$ cat config.mk
export PLATFORM = sky130hd
export DESIGN_NAME = motor_sense_front_end
export DESIGN_NICKNAME = d
export VERILOG_FILES = /design/src/rtl/msfe_pkg.sv /design/src/rtl/msfe_front.sv /design/src/rtl/msfe_queue.sv /design/src/rtl/msfe_back.sv /design/src/rtl/motor_sense_front_end.sv
export SDC_FILE = /design/constraint.sdc
export NUM_CORES = 2
export LEC_CHECK = 0
export ABC_CLOCK_PERIOD_IN_PS = 15800
export CORE_ASPECT_RATIO = 0.8
export CORE_MARGIN = 5
export CORE_UTILIZATION = 45
export DETAILED_ROUTE_END_ITERATION = 8
export DONT_BUFFER_PORTS = 1
export MAX_ROUTING_LAYER = met4
export PLACE_DENSITY = 0.66
export RECOVER_POWER = 100
export SLEW_MARGIN = 10
export SYNTH_ARGS = -nofsm -noshare
export SYNTH_HDL_FRONTEND = slang
export SYNTH_SLANG_ARGS = --single-unit
$ cat constraint.sdc
create_clock -name clk -period 15.8 [get_ports clk]
set_clock_uncertainty 0.2 [all_clocks]
set_input_delay 0.79 -clock clk [delete_from_list [all_inputs] [get_ports clk]]
set_output_delay 0.79 -clock clk [all_outputs]
set_load 0.005 [all_outputs]
$ cat src/rtl/msfe_pkg.sv
// Shared types, constants and a helper function for the motor sensing front end.
`default_nettype none

package msfe_pkg;

  localparam int ELEC_PER_MECH   = 7;
  localparam int MAX_ENC_FAILS   = 3;
  localparam int CURRENT_SHIFT   = 2;
  localparam int SPEED_SHIFT     = 3;
  localparam bit INVERT_POLARITY = 1'b0;
  localparam int LEAD_CLAMP      = 2730;

  localparam int ANGLE_W = 15;
  localparam int SAMPLE_W = 12;
  localparam int GAIN_W = 16;
  localparam int CUR_W = 24;
  localparam int LIMIT_W = 23;
  localparam int CFG_W = 23;
  localparam int CFG_IDX_W = 3;

  typedef enum logic [1:0] {
    FAULT_NONE        = 2'd0,
    FAULT_OVERCURRENT = 2'd1,
    FAULT_ENCODER     = 2'd2
  } fault_t;

  typedef enum logic [CFG_IDX_W-1:0] {
    REG_ZERO_OFFSET_A = 3'd0,
    REG_ZERO_OFFSET_B = 3'd1,
    REG_ZERO_OFFSET_C = 3'd2,
    REG_GAIN_A        = 3'd3,
    REG_GAIN_BC       = 3'd4,
    REG_OC_LIMIT      = 3'd5,
    REG_ANGLE_OFFSET  = 3'd6,
    REG_LEAD_MIN      = 3'd7
  } cfg_reg_t;

  typedef struct packed {
    logic                encoder_ok;
    logic [ANGLE_W-1:0]  mech_angle;
    logic                adc_ready;
    logic [SAMPLE_W-1:0] sample_a;
    logic [SAMPLE_W-1:0] sample_b;
    logic [SAMPLE_W-1:0] sample_c;
    logic                arm;
  } msfe_in_t;

  typedef struct packed {
    logic [1:0]              fault_code;
    logic                    drive_on;
    logic                    neutral_pwm;
    logic [ANGLE_W-1:0]      elec_angle_out;
    logic signed [CUR_W-1:0] current_a;
    logic signed [CUR_W-1:0] current_b;
    logic signed [CUR_W-1:0] current_c;
    logic signed [CUR_W-1:0] speed_out;
  } msfe_out_t;

  typedef struct packed {
    logic [SAMPLE_W-1:0] zero_offset_a;
    logic [SAMPLE_W-1:0] zero_offset_b;
    logic [SAMPLE_W-1:0] zero_offset_c;
    logic [GAIN_W-1:0]   gain_a;
    logic [GAIN_W-1:0]   gain_bc;
    logic [LIMIT_W-1:0]  overcurrent_limit;
    logic [ANGLE_W-1:0]  angle_offset;
    logic [LIMIT_W-1:0]  lead_min_speed;
  } msfe_cfg_t;

  // One classified tick on its way from the front to the back.
  typedef struct packed {
    logic                    arm;
    logic                    enc_fault;
    logic [ANGLE_W-1:0]      angle;
    logic signed [CUR_W-1:0] raw_a;
    logic signed [CUR_W-1:0] raw_b;
    logic signed [CUR_W-1:0] raw_c;
  } msfe_cmd_t;

  function automatic logic signed [CUR_W-1:0] sat24(input logic signed [26:0] v);
    logic signed [26:0] hi;
    logic signed [26:0] lo;
    hi = 27'sd8388607;
    lo = -27'sd8388608;
    if (v > hi) return 24'sh7FFFFF;
    else if (v < lo) return 24'sh800000;
    else return v[CUR_W-1:0];
  endfunction

endpackage

`default_nettype wire

$ cat src/rtl/msfe_front.sv
// Front part: encoder failure counting, sample hold, angle and raw current scaling.
`default_nettype none

module msfe_front import msfe_pkg::*; (
  input  wire logic      clk,
  input  wire logic      rst_n,
  input  wire logic      in_valid,
  output logic           in_ready,
  input  wire msfe_in_t  in_data,
  input  wire msfe_cfg_t cfg,
  output logic           cmd_valid,
  input  wire logic      cmd_ready,
  output msfe_cmd_t      cmd
);

  logic [7:0]          fail_run_r, fail_run_nxt;
  logic [SAMPLE_W-1:0] held_a_r, held_b_r, held_c_r;
  logic [SAMPLE_W-1:0] samp_a, samp_b, samp_c;
  logic                accept;
  logic                enc_fault;
  logic [21:0]         mech_scaled;

  function automatic logic signed [CUR_W-1:0] raw_current(
    input logic [SAMPLE_W-1:0] s,
    input logic [SAMPLE_W-1:0] z,
    input logic [GAIN_W-1:0]   g
  );
    logic signed [12:0] d;
    logic signed [29:0] p;
    logic signed [26:0] v;
    d = $signed({1'b0, s}) - $signed({1'b0, z});
    p = d * $signed({1'b0, g});
    v = 27'(p >>> 4);
    if (INVERT_POLARITY) v = -v;
    return sat24(v);
  endfunction

  assign accept    = in_valid && cmd_ready;
  assign in_ready  = cmd_ready;
  assign cmd_valid = in_valid;

  always_comb begin
    fail_run_nxt = fail_run_r;
    if (!in_data.encoder_ok) begin
      if (fail_run_r != 8'hFF) fail_run_nxt = fail_run_r + 8'd1;
    end else begin
      fail_run_nxt = '0;
    end
  end

  assign enc_fault = !in_data.encoder_ok && (fail_run_nxt >= 8'(MAX_ENC_FAILS));

  assign samp_a = in_data.adc_ready ? in_data.sample_a : held_a_r;
  assign samp_b = in_data.adc_ready ? in_data.sample_b : held_b_r;
  assign samp_c = in_data.adc_ready ? in_data.sample_c : held_c_r;

  assign mech_scaled = 22'(in_data.mech_angle) * 22'(ELEC_PER_MECH);

  always_comb begin
    cmd.arm       = in_data.arm;
    cmd.enc_fault = enc_fault;
    cmd.angle     = mech_scaled[ANGLE_W-1:0] - cfg.angle_offset;
    cmd.raw_a     = raw_current(samp_a, cfg.zero_offset_a, cfg.gain_a);
    cmd.raw_b     = raw_current(samp_b, cfg.zero_offset_b, cfg.gain_bc);
    cmd.raw_c     = raw_current(samp_c, cfg.zero_offset_c, cfg.gain_bc);
  end

  always_ff @(posedge clk) begin
    if (!rst_n) begin
      fail_run_r <= '0;
      held_a_r   <= '0;
      held_b_r   <= '0;
      held_c_r   <= '0;
    end else if (accept) begin
      fail_run_r <= fail_run_nxt;
      // samples are not taken on a tick lost to an encoder fault
      if (!enc_fault && in_data.adc_ready) begin
        held_a_r <= in_data.sample_a;
        held_b_r <= in_data.sample_b;
        held_c_r <= in_data.sample_c;
      end
    end
  end

endmodule

`default_nettype wire

$ cat src/rtl/msfe_queue.sv
// Two-entry queue of classified words between front and back.
`default_nettype none

module msfe_queue import msfe_pkg::*; (
  input  wire logic      clk,
  input  wire logic      rst_n,
  input  wire logic      push_valid,
  output logic           push_ready,
  input  wire msfe_cmd_t push_data,
  output logic           pop_valid,
  input  wire logic      pop_ready,
  output msfe_cmd_t      pop_data
);

  msfe_cmd_t  mem_r [2];
  logic       wr_ptr_r, rd_ptr_r;
  logic [1:0] count_r;
  logic       push, pop;

  assign push_ready = (count_r != 2'd2);
  assign pop_valid  = (count_r != 2'd0);
  assign pop_data   = mem_r[rd_ptr_r];
  assign push       = push_valid && push_ready;
  assign pop        = pop_valid && pop_ready;

  always_ff @(posedge clk) begin
    if (push) mem_r[wr_ptr_r] <= push_data;
  end

  always_ff @(posedge clk) begin
    if (!rst_n) begin
      wr_ptr_r <= 1'b0;
      rd_ptr_r <= 1'b0;
      count_r  <= '0;
    end else begin
      if (push) wr_ptr_r <= ~wr_ptr_r;
      if (pop) rd_ptr_r <= ~rd_ptr_r;
      case ({push, pop})
        2'b10:   count_r <= count_r + 2'd1;
        2'b01:   count_r <= count_r - 2'd1;
        default: count_r <= count_r;
      endcase
    end
  end

endmodule

`default_nettype wire

$ cat src/rtl/msfe_back.sv
// Back part: speed and current filters, drive enable and faults, angle lead, result register.
`default_nettype none

module msfe_back import msfe_pkg::*; (
  input  wire logic      clk,
  input  wire logic      rst_n,
  input  wire logic      cmd_valid,
  output logic           cmd_ready,
  input  wire msfe_cmd_t cmd,
  input  wire msfe_cfg_t cfg,
  output logic           out_valid,
  input  wire logic      out_ready,
  output msfe_out_t      out_data
);

  localparam logic signed [15:0] LEAD_HI = 16'(LEAD_CLAMP);
  localparam logic signed [15:0] LEAD_LO = -16'(LEAD_CLAMP);

  logic [ANGLE_W-1:0]      prev_angle_r;
  logic signed [CUR_W-1:0] speed_r, speed_nxt;
  logic                    seen_r;
  logic signed [CUR_W-1:0] filt_a_r, filt_b_r, filt_c_r;
  logic signed [CUR_W-1:0] filt_a_nxt, filt_b_nxt, filt_c_nxt;
  logic                    enabled_r, enabled_nxt;
  fault_t                  fault_r, fault_nxt;
  logic                    out_valid_r;
  msfe_out_t               out_data_r, out_data_nxt;

  logic                    take;
  logic                    en0;
  fault_t                  f0;
  logic [ANGLE_W-1:0]      d;
  logic signed [24:0]      sdiff, sshift;
  logic signed [26:0]      ssum;
  logic                    overcurrent;
  logic                    lead_due;
  logic signed [24:0]      biased;
  logic signed [15:0]      quot;
  logic signed [12:0]      lead;
  logic [ANGLE_W-1:0]      lead_angle;

  function automatic logic signed [CUR_W-1:0] filt_step(
    input logic signed [CUR_W-1:0] filt,
    input logic signed [CUR_W-1:0] raw
  );
    logic signed [24:0] diff;
    logic signed [24:0] sh;
    logic signed [26:0] sum;
    diff = {raw[CUR_W-1], raw} - {filt[CUR_W-1], filt};
    sh   = diff >>> CURRENT_SHIFT;
    sum  = {{3{filt[CUR_W-1]}}, filt} + {{2{sh[24]}}, sh};
    return sat24(sum);
  endfunction

  function automatic logic [CUR_W-1:0] abs24(input logic signed [CUR_W-1:0] v);
    return v[CUR_W-1] ? (~v + 24'd1) : v;
  endfunction

  assign cmd_ready = !out_valid_r || out_ready;
  assign take      = cmd_valid && cmd_ready;
  assign out_valid = out_valid_r;
  assign out_data  = out_data_r;

  assign en0 = cmd.arm ? 1'b1 : enabled_r;
  assign f0  = cmd.arm ? FAULT_NONE : fault_r;

  // speed: wrapped 15-bit delta, scaled by 256, first-order filter
  always_comb begin
    d      = cmd.angle - prev_angle_r;
    sdiff  = {{2{d[ANGLE_W-1]}}, d, 8'd0} - {speed_r[CUR_W-1], speed_r};
    sshift = sdiff >>> SPEED_SHIFT;
    ssum   = {{3{speed_r[CUR_W-1]}}, speed_r} + {{2{sshift[24]}}, sshift};
    speed_nxt = seen_r ? sat24(ssum) : '0;
  end

  assign filt_a_nxt = filt_step(filt_a_r, cmd.raw_a);
  assign filt_b_nxt = filt_step(filt_b_r, cmd.raw_b);
  assign filt_c_nxt = filt_step(filt_c_r, cmd.raw_c);

  assign overcurrent = (abs24(filt_a_nxt) > {1'b0, cfg.overcurrent_limit})
                    || (abs24(filt_b_nxt) > {1'b0, cfg.overcurrent_limit})
                    || (abs24(filt_c_nxt) > {1'b0, cfg.overcurrent_limit});

  // lead = speed / 256 rounded toward zero, clamped
  always_comb begin
    lead_due = abs24(speed_nxt) >= {1'b0, cfg.lead_min_speed};
    biased   = {speed_nxt[CUR_W-1], speed_nxt}
             + (speed_nxt[CUR_W-1] ? 25'sd255 : 25'sd0);
    quot     = 16'(biased >>> 8);
    if (quot > LEAD_HI) lead = LEAD_HI[12:0];
    else if (quot < LEAD_LO) lead = LEAD_LO[12:0];
    else lead = quot[12:0];
    lead_angle = cmd.angle + {{2{lead[12]}}, lead};
  end

  always_comb begin
    enabled_nxt = en0;
    fault_nxt   = f0;
    out_data_nxt.current_a = filt_a_nxt;
    out_data_nxt.current_b = filt_b_nxt;
    out_data_nxt.current_c = filt_c_nxt;
    out_data_nxt.speed_out = speed_nxt;
    out_data_nxt.elec_angle_out = cmd.angle;
    out_data_nxt.neutral_pwm = 1'b1;
    if (cmd.enc_fault) begin
      enabled_nxt = 1'b0;
      fault_nxt   = FAULT_ENCODER;
      out_data_nxt.current_a = filt_a_r;
      out_data_nxt.current_b = filt_b_r;
      out_data_nxt.current_c = filt_c_r;
      out_data_nxt.speed_out = speed_r;
      out_data_nxt.elec_angle_out = prev_angle_r;
    end else if (!en0) begin
      enabled_nxt = 1'b0;
    end else if (overcurrent) begin
      enabled_nxt = 1'b0;
      fault_nxt   = FAULT_OVERCURRENT;
    end else begin
      out_data_nxt.neutral_pwm = 1'b0;
      if (lead_due) out_data_nxt.elec_angle_out = lead_angle;
    end
    out_data_nxt.fault_code = fault_nxt;
    out_data_nxt.drive_on   = enabled_nxt;
  end

  always_ff @(posedge clk) begin
    if (!rst_n) begin
      prev_angle_r <= '0;
      speed_r      <= '0;
      seen_r       <= 1'b0;
      filt_a_r     <= '0;
      filt_b_r     <= '0;
      filt_c_r     <= '0;
      enabled_r    <= 1'b0;
      fault_r      <= FAULT_NONE;
      out_valid_r  <= 1'b0;
    end else begin
      if (take) begin
        enabled_r <= enabled_nxt;
        fault_r   <= fault_nxt;
        if (!cmd.enc_fault) begin
          prev_angle_r <= cmd.angle;
          speed_r      <= speed_nxt;
          seen_r       <= 1'b1;
          filt_a_r     <= filt_a_nxt;
          filt_b_r     <= filt_b_nxt;
          filt_c_r     <= filt_c_nxt;
        end
      end
      if (take) out_valid_r <= 1'b1;
      else if (out_ready) out_valid_r <= 1'b0;
    end
  end

  always_ff @(posedge clk) begin
    if (take) out_data_r <= out_data_nxt;
  end

endmodule

`default_nettype wire

$ cat src/rtl/motor_sense_front_end.sv
// Top level of the motor sensing front end: configuration registers and the front/queue/back chain.
//
// One input word per PWM tick on in_valid/in_ready: encoder angle and status, three raw
// phase ADC samples, adc_ready and arm. One result word per input on out_valid/out_ready:
// fault code, drive enable, neutral PWM flag, electrical angle (with speed lead when
// enabled), three filtered phase currents and the filtered speed.
// An accepted word passes through a queue entry and then the output register to out_valid.
// Throughput: one word per cycle while out_ready stays high; the speed and current filter
// updates and the fault logic in the back stage are combinational ahead of the output register.
// The front classifies each word (encoder failure run, sample hold, angle, scaled raw
// current) and pushes it into a two-entry queue; the back applies the filters and the
// enable/fault logic and holds the result in an output register.
// When the receiver stalls, the output register holds and the queue keeps taking words
// until it is full, then in_ready drops.
// Reset (rst_n low, synchronous) clears all filter and fault state, drops the drive and
// returns the configuration registers to their defaults. Configuration writes (cfg_we,
// cfg_index, cfg_data) take effect at once and are meant for when the block is idle.
`default_nettype none

module motor_sense_front_end import msfe_pkg::*; (
  input  wire logic                 clk,
  input  wire logic                 rst_n,
  input  wire logic                 in_valid,
  output logic                      in_ready,
  input  wire msfe_in_t             in_data,
  output logic                      out_valid,
  input  wire logic                 out_ready,
  output msfe_out_t                 out_data,
  input  wire logic                 cfg_we,
  input  wire logic [CFG_IDX_W-1:0] cfg_index,
  input  wire logic [CFG_W-1:0]     cfg_data
);

  msfe_cfg_t cfg_r;
  msfe_cmd_t front_cmd, back_cmd;
  logic      front_valid, front_ready;
  logic      back_valid, back_ready;

  always_ff @(posedge clk) begin
    if (!rst_n) begin
      cfg_r.zero_offset_a     <= 12'd2048;
      cfg_r.zero_offset_b     <= 12'd2048;
      cfg_r.zero_offset_c     <= 12'd2048;
      cfg_r.gain_a            <= '0;
      cfg_r.gain_bc           <= '0;
      cfg_r.overcurrent_limit <= '1;
      cfg_r.angle_offset      <= '0;
      cfg_r.lead_min_speed    <= '1;
    end else if (cfg_we) begin
      unique case (cfg_reg_t'(cfg_index))
        REG_ZERO_OFFSET_A: cfg_r.zero_offset_a     <= cfg_data[SAMPLE_W-1:0];
        REG_ZERO_OFFSET_B: cfg_r.zero_offset_b     <= cfg_data[SAMPLE_W-1:0];
        REG_ZERO_OFFSET_C: cfg_r.zero_offset_c     <= cfg_data[SAMPLE_W-1:0];
        REG_GAIN_A:        cfg_r.gain_a            <= cfg_data[GAIN_W-1:0];
        REG_GAIN_BC:       cfg_r.gain_bc           <= cfg_data[GAIN_W-1:0];
        REG_OC_LIMIT:      cfg_r.overcurrent_limit <= cfg_data[LIMIT_W-1:0];
        REG_ANGLE_OFFSET:  cfg_r.angle_offset      <= cfg_data[ANGLE_W-1:0];
        REG_LEAD_MIN:      cfg_r.lead_min_speed    <= cfg_data[LIMIT_W-1:0];
        default:           cfg_r <= cfg_r;
      endcase
    end
  end

  msfe_front u_front (
    .clk       (clk),
    .rst_n     (rst_n),
    .in_valid  (in_valid),
    .in_ready  (in_ready),
    .in_data   (in_data),
    .cfg       (cfg_r),
    .cmd_valid (front_valid),
    .cmd_ready (front_ready),
    .cmd       (front_cmd)
  );

  msfe_queue u_queue (
    .clk        (clk),
    .rst_n      (rst_n),
    .push_valid (front_valid),
    .push_ready (front_ready),
    .push_data  (front_cmd),
    .pop_valid  (back_valid),
    .pop_ready  (back_ready),
    .pop_data   (back_cmd)
  );

  msfe_back u_back (
    .clk       (clk),
    .rst_n     (rst_n),
    .cmd_valid (back_valid),
    .cmd_ready (back_ready),
    .cmd       (back_cmd),
    .cfg       (cfg_r),
    .out_valid (out_valid),
    .out_ready (out_ready),
    .out_data  (out_data)
  );

endmodule

`default_nettype wire

# [Word-level counts from Yosys, hierarchy flattened]
# Memories as Yosys holds them, arrays and structs flattened. A register that Yosys moved wholly into a read port is not among the register bits.
# Index checks and enable logic that the tools add are counted.
[classes] bitwise=8 n_mul=4 n_mux=47 magnitude_cmp=21 n_addsub=22 eq_ne=11 shift=0 div_mod_pow=0 n_reduce_logical=25
[ops] op="2-to-1 mux 24 bit" count=19
[ops] op="> comparator 27 x 24 -> 1 bit, second input constant" count=4
[ops] op="< comparator 27 x 24 -> 1 bit, second input constant" count=4
[ops] op="adder 24 x 1 -> 24 bit, second input constant" count=4
[ops] op="2-to-1 mux 96 bit" count=1
[ops] op="inverter 24 bit" count=4
[ops] op="multiplier 13 x 17 -> 30 bit" count=3
[ops] op="> comparator 26 x 24 -> 1 bit, second input constant" count=3
[ops] op="< comparator 26 x 24 -> 1 bit, second input constant" count=3
[ops] op="adder 24 x 23 -> 25 bit" count=3
[ops] op="subtractor 24 x 24 -> 25 bit" count=3
[ops] op="> comparator 24 x 23 -> 1 bit" count=3
[ops] op="2-to-1 mux 15 bit" count=3
[ops] op="subtractor 12 x 12 -> 13 bit" count=3
[ops] op="2-to-1 mux 12 bit" count=3
[ops] op="subtractor 15 bit" count=2
[ops] op="2-to-1 mux 13 bit" count=2
[ops] op="adder 24 x 22 -> 25 bit" count=1
[ops] op="subtractor 23 x 24 -> 25 bit" count=1
[ops] op="adder 24 x 8 -> 24 bit" count=1
[ops] op="greater-or-equal comparator 24 x 23 -> 1 bit" count=1
[ops] op="2-to-1 mux 8 bit" count=3
[ops] op="AND reduction 2 bit" count=10
[ops] op="> comparator 16 x 13 -> 1 bit, second input constant" count=1
[ops] op="other kinds (25)" count=53
[totals] memories=1 mem_bits_rw=178 input_bits=85 regBits=408 latchBits=0 rom_bits=0 word_cells=171
[memory_table] memory="u_queue.mem_r" depth=2 width=89 rd=1 rd_clocked_by_memory_dff=1 wr=1 line_no="msfe_queue.sv:15" text="msfe_cmd_t mem_r [2];"

# [Logic depth before layout (Yosys ltp)]
[logic_depth] ltp_word=17 depth_mapped=65 ltp_nobuf=61

# [Cells and area by module]
# A second synthesis with hierarchy kept.
[unflattened] hier_cells=7013 hier_area_um2=63251.9
[by_module_without_submodules] mod="msfe_front" instances=1 seq_area_each_um2=880.8 cells_each=3063 area_each_um2=26696.9
[by_module_without_submodules] mod="msfe_back" instances=1 seq_area_each_um2=5775.5 cells_each=3180 area_each_um2=24968.9
[by_module_without_submodules] mod="msfe_queue" instances=1 seq_area_each_um2=5445.2 cells_each=301 area_each_um2=6645.1
[by_module_without_submodules] mod="motor_sense_front_end" instances=1 seq_area_each_um2=2582.5 cells_each=469 area_each_um2=4941.0

# [Least setup slack after synthesis]
# No wires, ideal clock.
[synth_path] path_kind="register -> register" startpoint="register with a tool-made name" endpoint="register u_back.out_data_r (netlist bit u_back.out_data[110]) (data pin)" stages_incl_launch_ff=64 path_buffers=5 required_ns=15.334 synth_period_minus_slack_ns=13.080 arrival_ns=12.614 path_slack_ns=2.720 setup_ns=0.266 cell_sequence="dfxtp_1 clkbuf_1 buf_1 mux2i_1 ha_1 fa_1 nor2b_1 o21ai_0 a21boi_0 o21ai_0 a21boi_0 o21ai_0 a21boi_0 o21ai_0 a21boi_0 o21ai_0 a21boi_0 nor2_1 [28 not listed] a221o_1 a211oi_2 o211a_1 ha_1 fa_1 a21o_1 a21oi_1 o21bai_1 a21oi_1 nor2b_1 o21a_1 o21a_1 o21a_1 o41ai_1 o21ai_0 xnor2_1 nor3_1 o31ai_2"
[synth_rtl] item="end signal, assigned" line_no="msfe_back.sv:156" text="if (take) out_data_r <= out_data_nxt;"
[synth_rtl] item="end, declared" line_no="msfe_back.sv:27" text="msfe_out_t out_data_r, out_data_nxt;"

==> flow_summary_export.csv <==
group,metric,value,unit
yosys,synth_seq_cells,587,
die,row_count,123,
yosys,async_flop_share,0,%
grt,antenna_found_initial,11,
cts,postCtsSetupBuffers,0,
timing,grt_setup_unrepaired,"no",
setup_path,end_kind,"flip-flop",
drt,routedWlPerCell,20.5,um
cts,tritoncts,"built",
cts,h-tree-depth,3,
cts,clk_latency,0.70,ns
timing,setup_viol,0,
final_layout,syn_to_final_growth,6.89,%
grt,grt_max_degree,295,
cts,cts.sinks,587,
setup_path,worstPathArrival,14.81,ns
cts,clk_pin_slew_worst_paths,0.07,ns
job,cap_violations,13,
worst_hold_path,min-delay-start,"cfg_data[9]",
timing,hold_violations,0,
run_status,failed_checks,"max-capacitance violations, max-slew violations",
yosys,synth_fp_nets,8621,
yosys,yosys.area.top_type,"fa_1",
timing,finalSetupTns,0,ns
yosys,post-synth-top-count-cell,"nand2_1",
setup_path,cp-start-kind,"flip-flop",
final_layout,drive_gt1_share,5.02,%
grt,grt_pass1_wl,293000,um
drt,viasPerCell,5.62,
drt,drt_wl_total,187000,um
final_layout,final_util,48.5,%
die,top_level_ports,202,
yosys,synth_area_per_cell,8.66,sq um
timing,post-route-period-util,92.4,%
yosys,synth.top_cells.by_area,"fa_1, edfxtp_1, ha_1",
drt,drc_errors,0,
setup_path,setup.worst_path.class,"reg2reg",
final_layout,nFillCells,13200,
yosys,ys_types,112,
yosys,synth_common_cells,"nand2_1, inv_1, ha_1, fa_1, nor2_1",
die,die-height,347,um
setup_path,worst-r2r-setup-slack,1.21,ns
placed_design,io_buffer_count,0,
timing,min_period,14.59,ns
yosys,synth_cells,7374,
timing,worstMarginPinSlew,8.40,ns
die,die_x,431,um
setup_path,r2r_end,"u_back.out_data[110]",
yosys,synth-seq-area-share,23.0,%
timing,timing.fmax,0.0685,GHz
placed_design,gp_congestion,0.953,
timing,max_slew_margin,-460,%
drt,first_pass_iters,6,
worst_hold_path,hold_depth,2,
die,core-area,141000,sq um
run_status,status,"finished with violations",
timing,slew_viol_final,725,
setup_path,max_stage_delay,2.16,ns
yosys,ys.flop_type,"dfxtp_1",
die,start_util,45.3,%
drt,drt-initial-drc-count,4460,
grt,grt_pass1_vias,49900,
grt,track_usage,25.5,%
yosys,synth_top_cell_area_share,15.6,%
yosys,synth_area,63800,sq um
setup_path,critPathRequiredTime,16.02,ns
grt,overflow,0,
setup_path,worstPathMaxFanout,43,
cts,cts-root-buf,"clkbuf_16",
setup_path,worst_path_max_delay_cell,"clkbuf_1",
die,die-area,150000,sq um
drt,vias,51500,
yosys,yosys_warnings,0,
setup_path,reg2reg_depth,45,
cts,cts.path.max_buffers,3,
final_layout,final_nets,8461,
worst_hold_path,worst_hold_path.endpoint,"cfg_r[47]",
worst_hold_path,holdCritPathClass,"in2reg",
cts,cts_buffers,72,
yosys,synth_edf_count,293,
drt,ant_nets,0,
placed_design,dp_hpwl,140000,um
[sequential cells by signal, summed over array words and instances, names as in the netlist, 2 cells and up, named ones only]
signal,cells
cfg_r,129
u_back.filt_b_r,24
u_front.held_c_r,12
u_front.held_b_r,12
u_front.held_a_r,12
u_front.fail_run_r,8
u_back.prev_angle_r,15
u_back.filt_c_r,24
u_back.out_data,115
u_back.filt_a_r,24
u_queue.count_r,2
u_back.fault_r,2
u_back.speed_r,24
u_queue.mem_r,178
[layout by cell type (no fill, tap or decap), drive strengths merged, types with 92 or more instances in the layout]
| cell type | synthesis | routed |
|---|---|---|
| a21boi | 143 | 143 |
| a21o | 92 | 92 |
| a21oi | 346 | 346 |
| and2 | 209 | 209 |
| clkbuf | 317 | 113 |
| dfxtp | 294 | 294 |
| edfxtp | 293 | 293 |
| fa | 497 | 497 |
| ha | 665 | 665 |
| inv | 891 | 896 |
| mux2 | 118 | 118 |
| nand2 | 1020 | 1020 |
| nand2b | 101 | 101 |
| nor2 | 417 | 417 |
| nor2b | 163 | 163 |
| nor3 | 104 | 104 |
| o21ai | 416 | 416 |
| xnor2 | 231 | 231 |
| xor2 | 98 | 98 |
[cell type report]
cell class	count	area, sq um	area share (%)
antenna	9	22.5	0.0330
tap	1875	2350	3.44
timing repair buffer	103	718	1.05
multi-input combinational	5558	44600	65.4
sequential	587	14700	21.5
inverter	892	3350	4.91
clock inverter	44	569	0.834
clock buffer	89	1940	2.84
[worst max-delay path by stage]
stage / cells after the start / start / to / slack, ns
after floorplan: 63 / flip-flop / u_back.out_data[110] / 2.72
after global placement: 58 / flip-flop / u_back.out_data[110] / 1.77
after detailed placement: 58 / flip-flop / u_back.out_data[110] / 1.78
after CTS: 58 / flip-flop / u_back.out_data[110] / 1.68
after global routing: 58 / flip-flop / u_back.out_data[110] / 0.11
final: 45 / flip-flop / u_back.out_data[110] / 1.21
[worst max-delay path, delay by kind of cell, from the launching register on]
family	cells	cell delay, ns
AOI/OAI and AO/OA	20	4.89
DFF	1	0.55
muxes	1	0.39
and+or+nand+nor	15	2.88
xor gates and xnor gates	1	0.13
buffers and inverters	4	3.83
adders and majority gates	4	1.29
[cell families after synthesis]
family	count (synthesis)	synth area share [%]
buffers and inverters	1229	7.30
muxes	188	3.19
adders and majority gates	1183	29.0
xor gates and xnor gates	329	4.53
and+or+nand+nor	2323	17.1
AOI/OAI and AO/OA	1535	15.9
DFF	587	23.0
[stage by stage]
step                area, sq um  worst slack, ns  cells  hold WS, ns
floorplan                 63800             2.72   7374        0.243
global placement          65700             1.77   9001        0.249
detailed placement        65700             1.78   9001        0.257
CTS                       68400             1.68   9148     0.000452
global route              68200            0.106   9151       0.0153
finish                    68200             1.21   9157       0.0416
[layer usage]
metal  share of wire, %  track usage [%]  wire, um  up-vias
met1                 46             35.4     86700    25000
met3                7.2             4.26     13400      236
li1                   -                -         -    24600
met5                  0                -         0        -
met2                 44             38.7     82000     1594
met4                2.8             6.49      5240        0
[what timing repair did]
item | 4_1_cts | 5_1_grt
hold endpoints to repair | 16 | 0
hold buffers | 14 | 0
resized for setup | 0 | 0
Power is left out: the tool's default activity adds up to more than one toggle a clock period on the data nets, which glitch-free logic cannot reach.
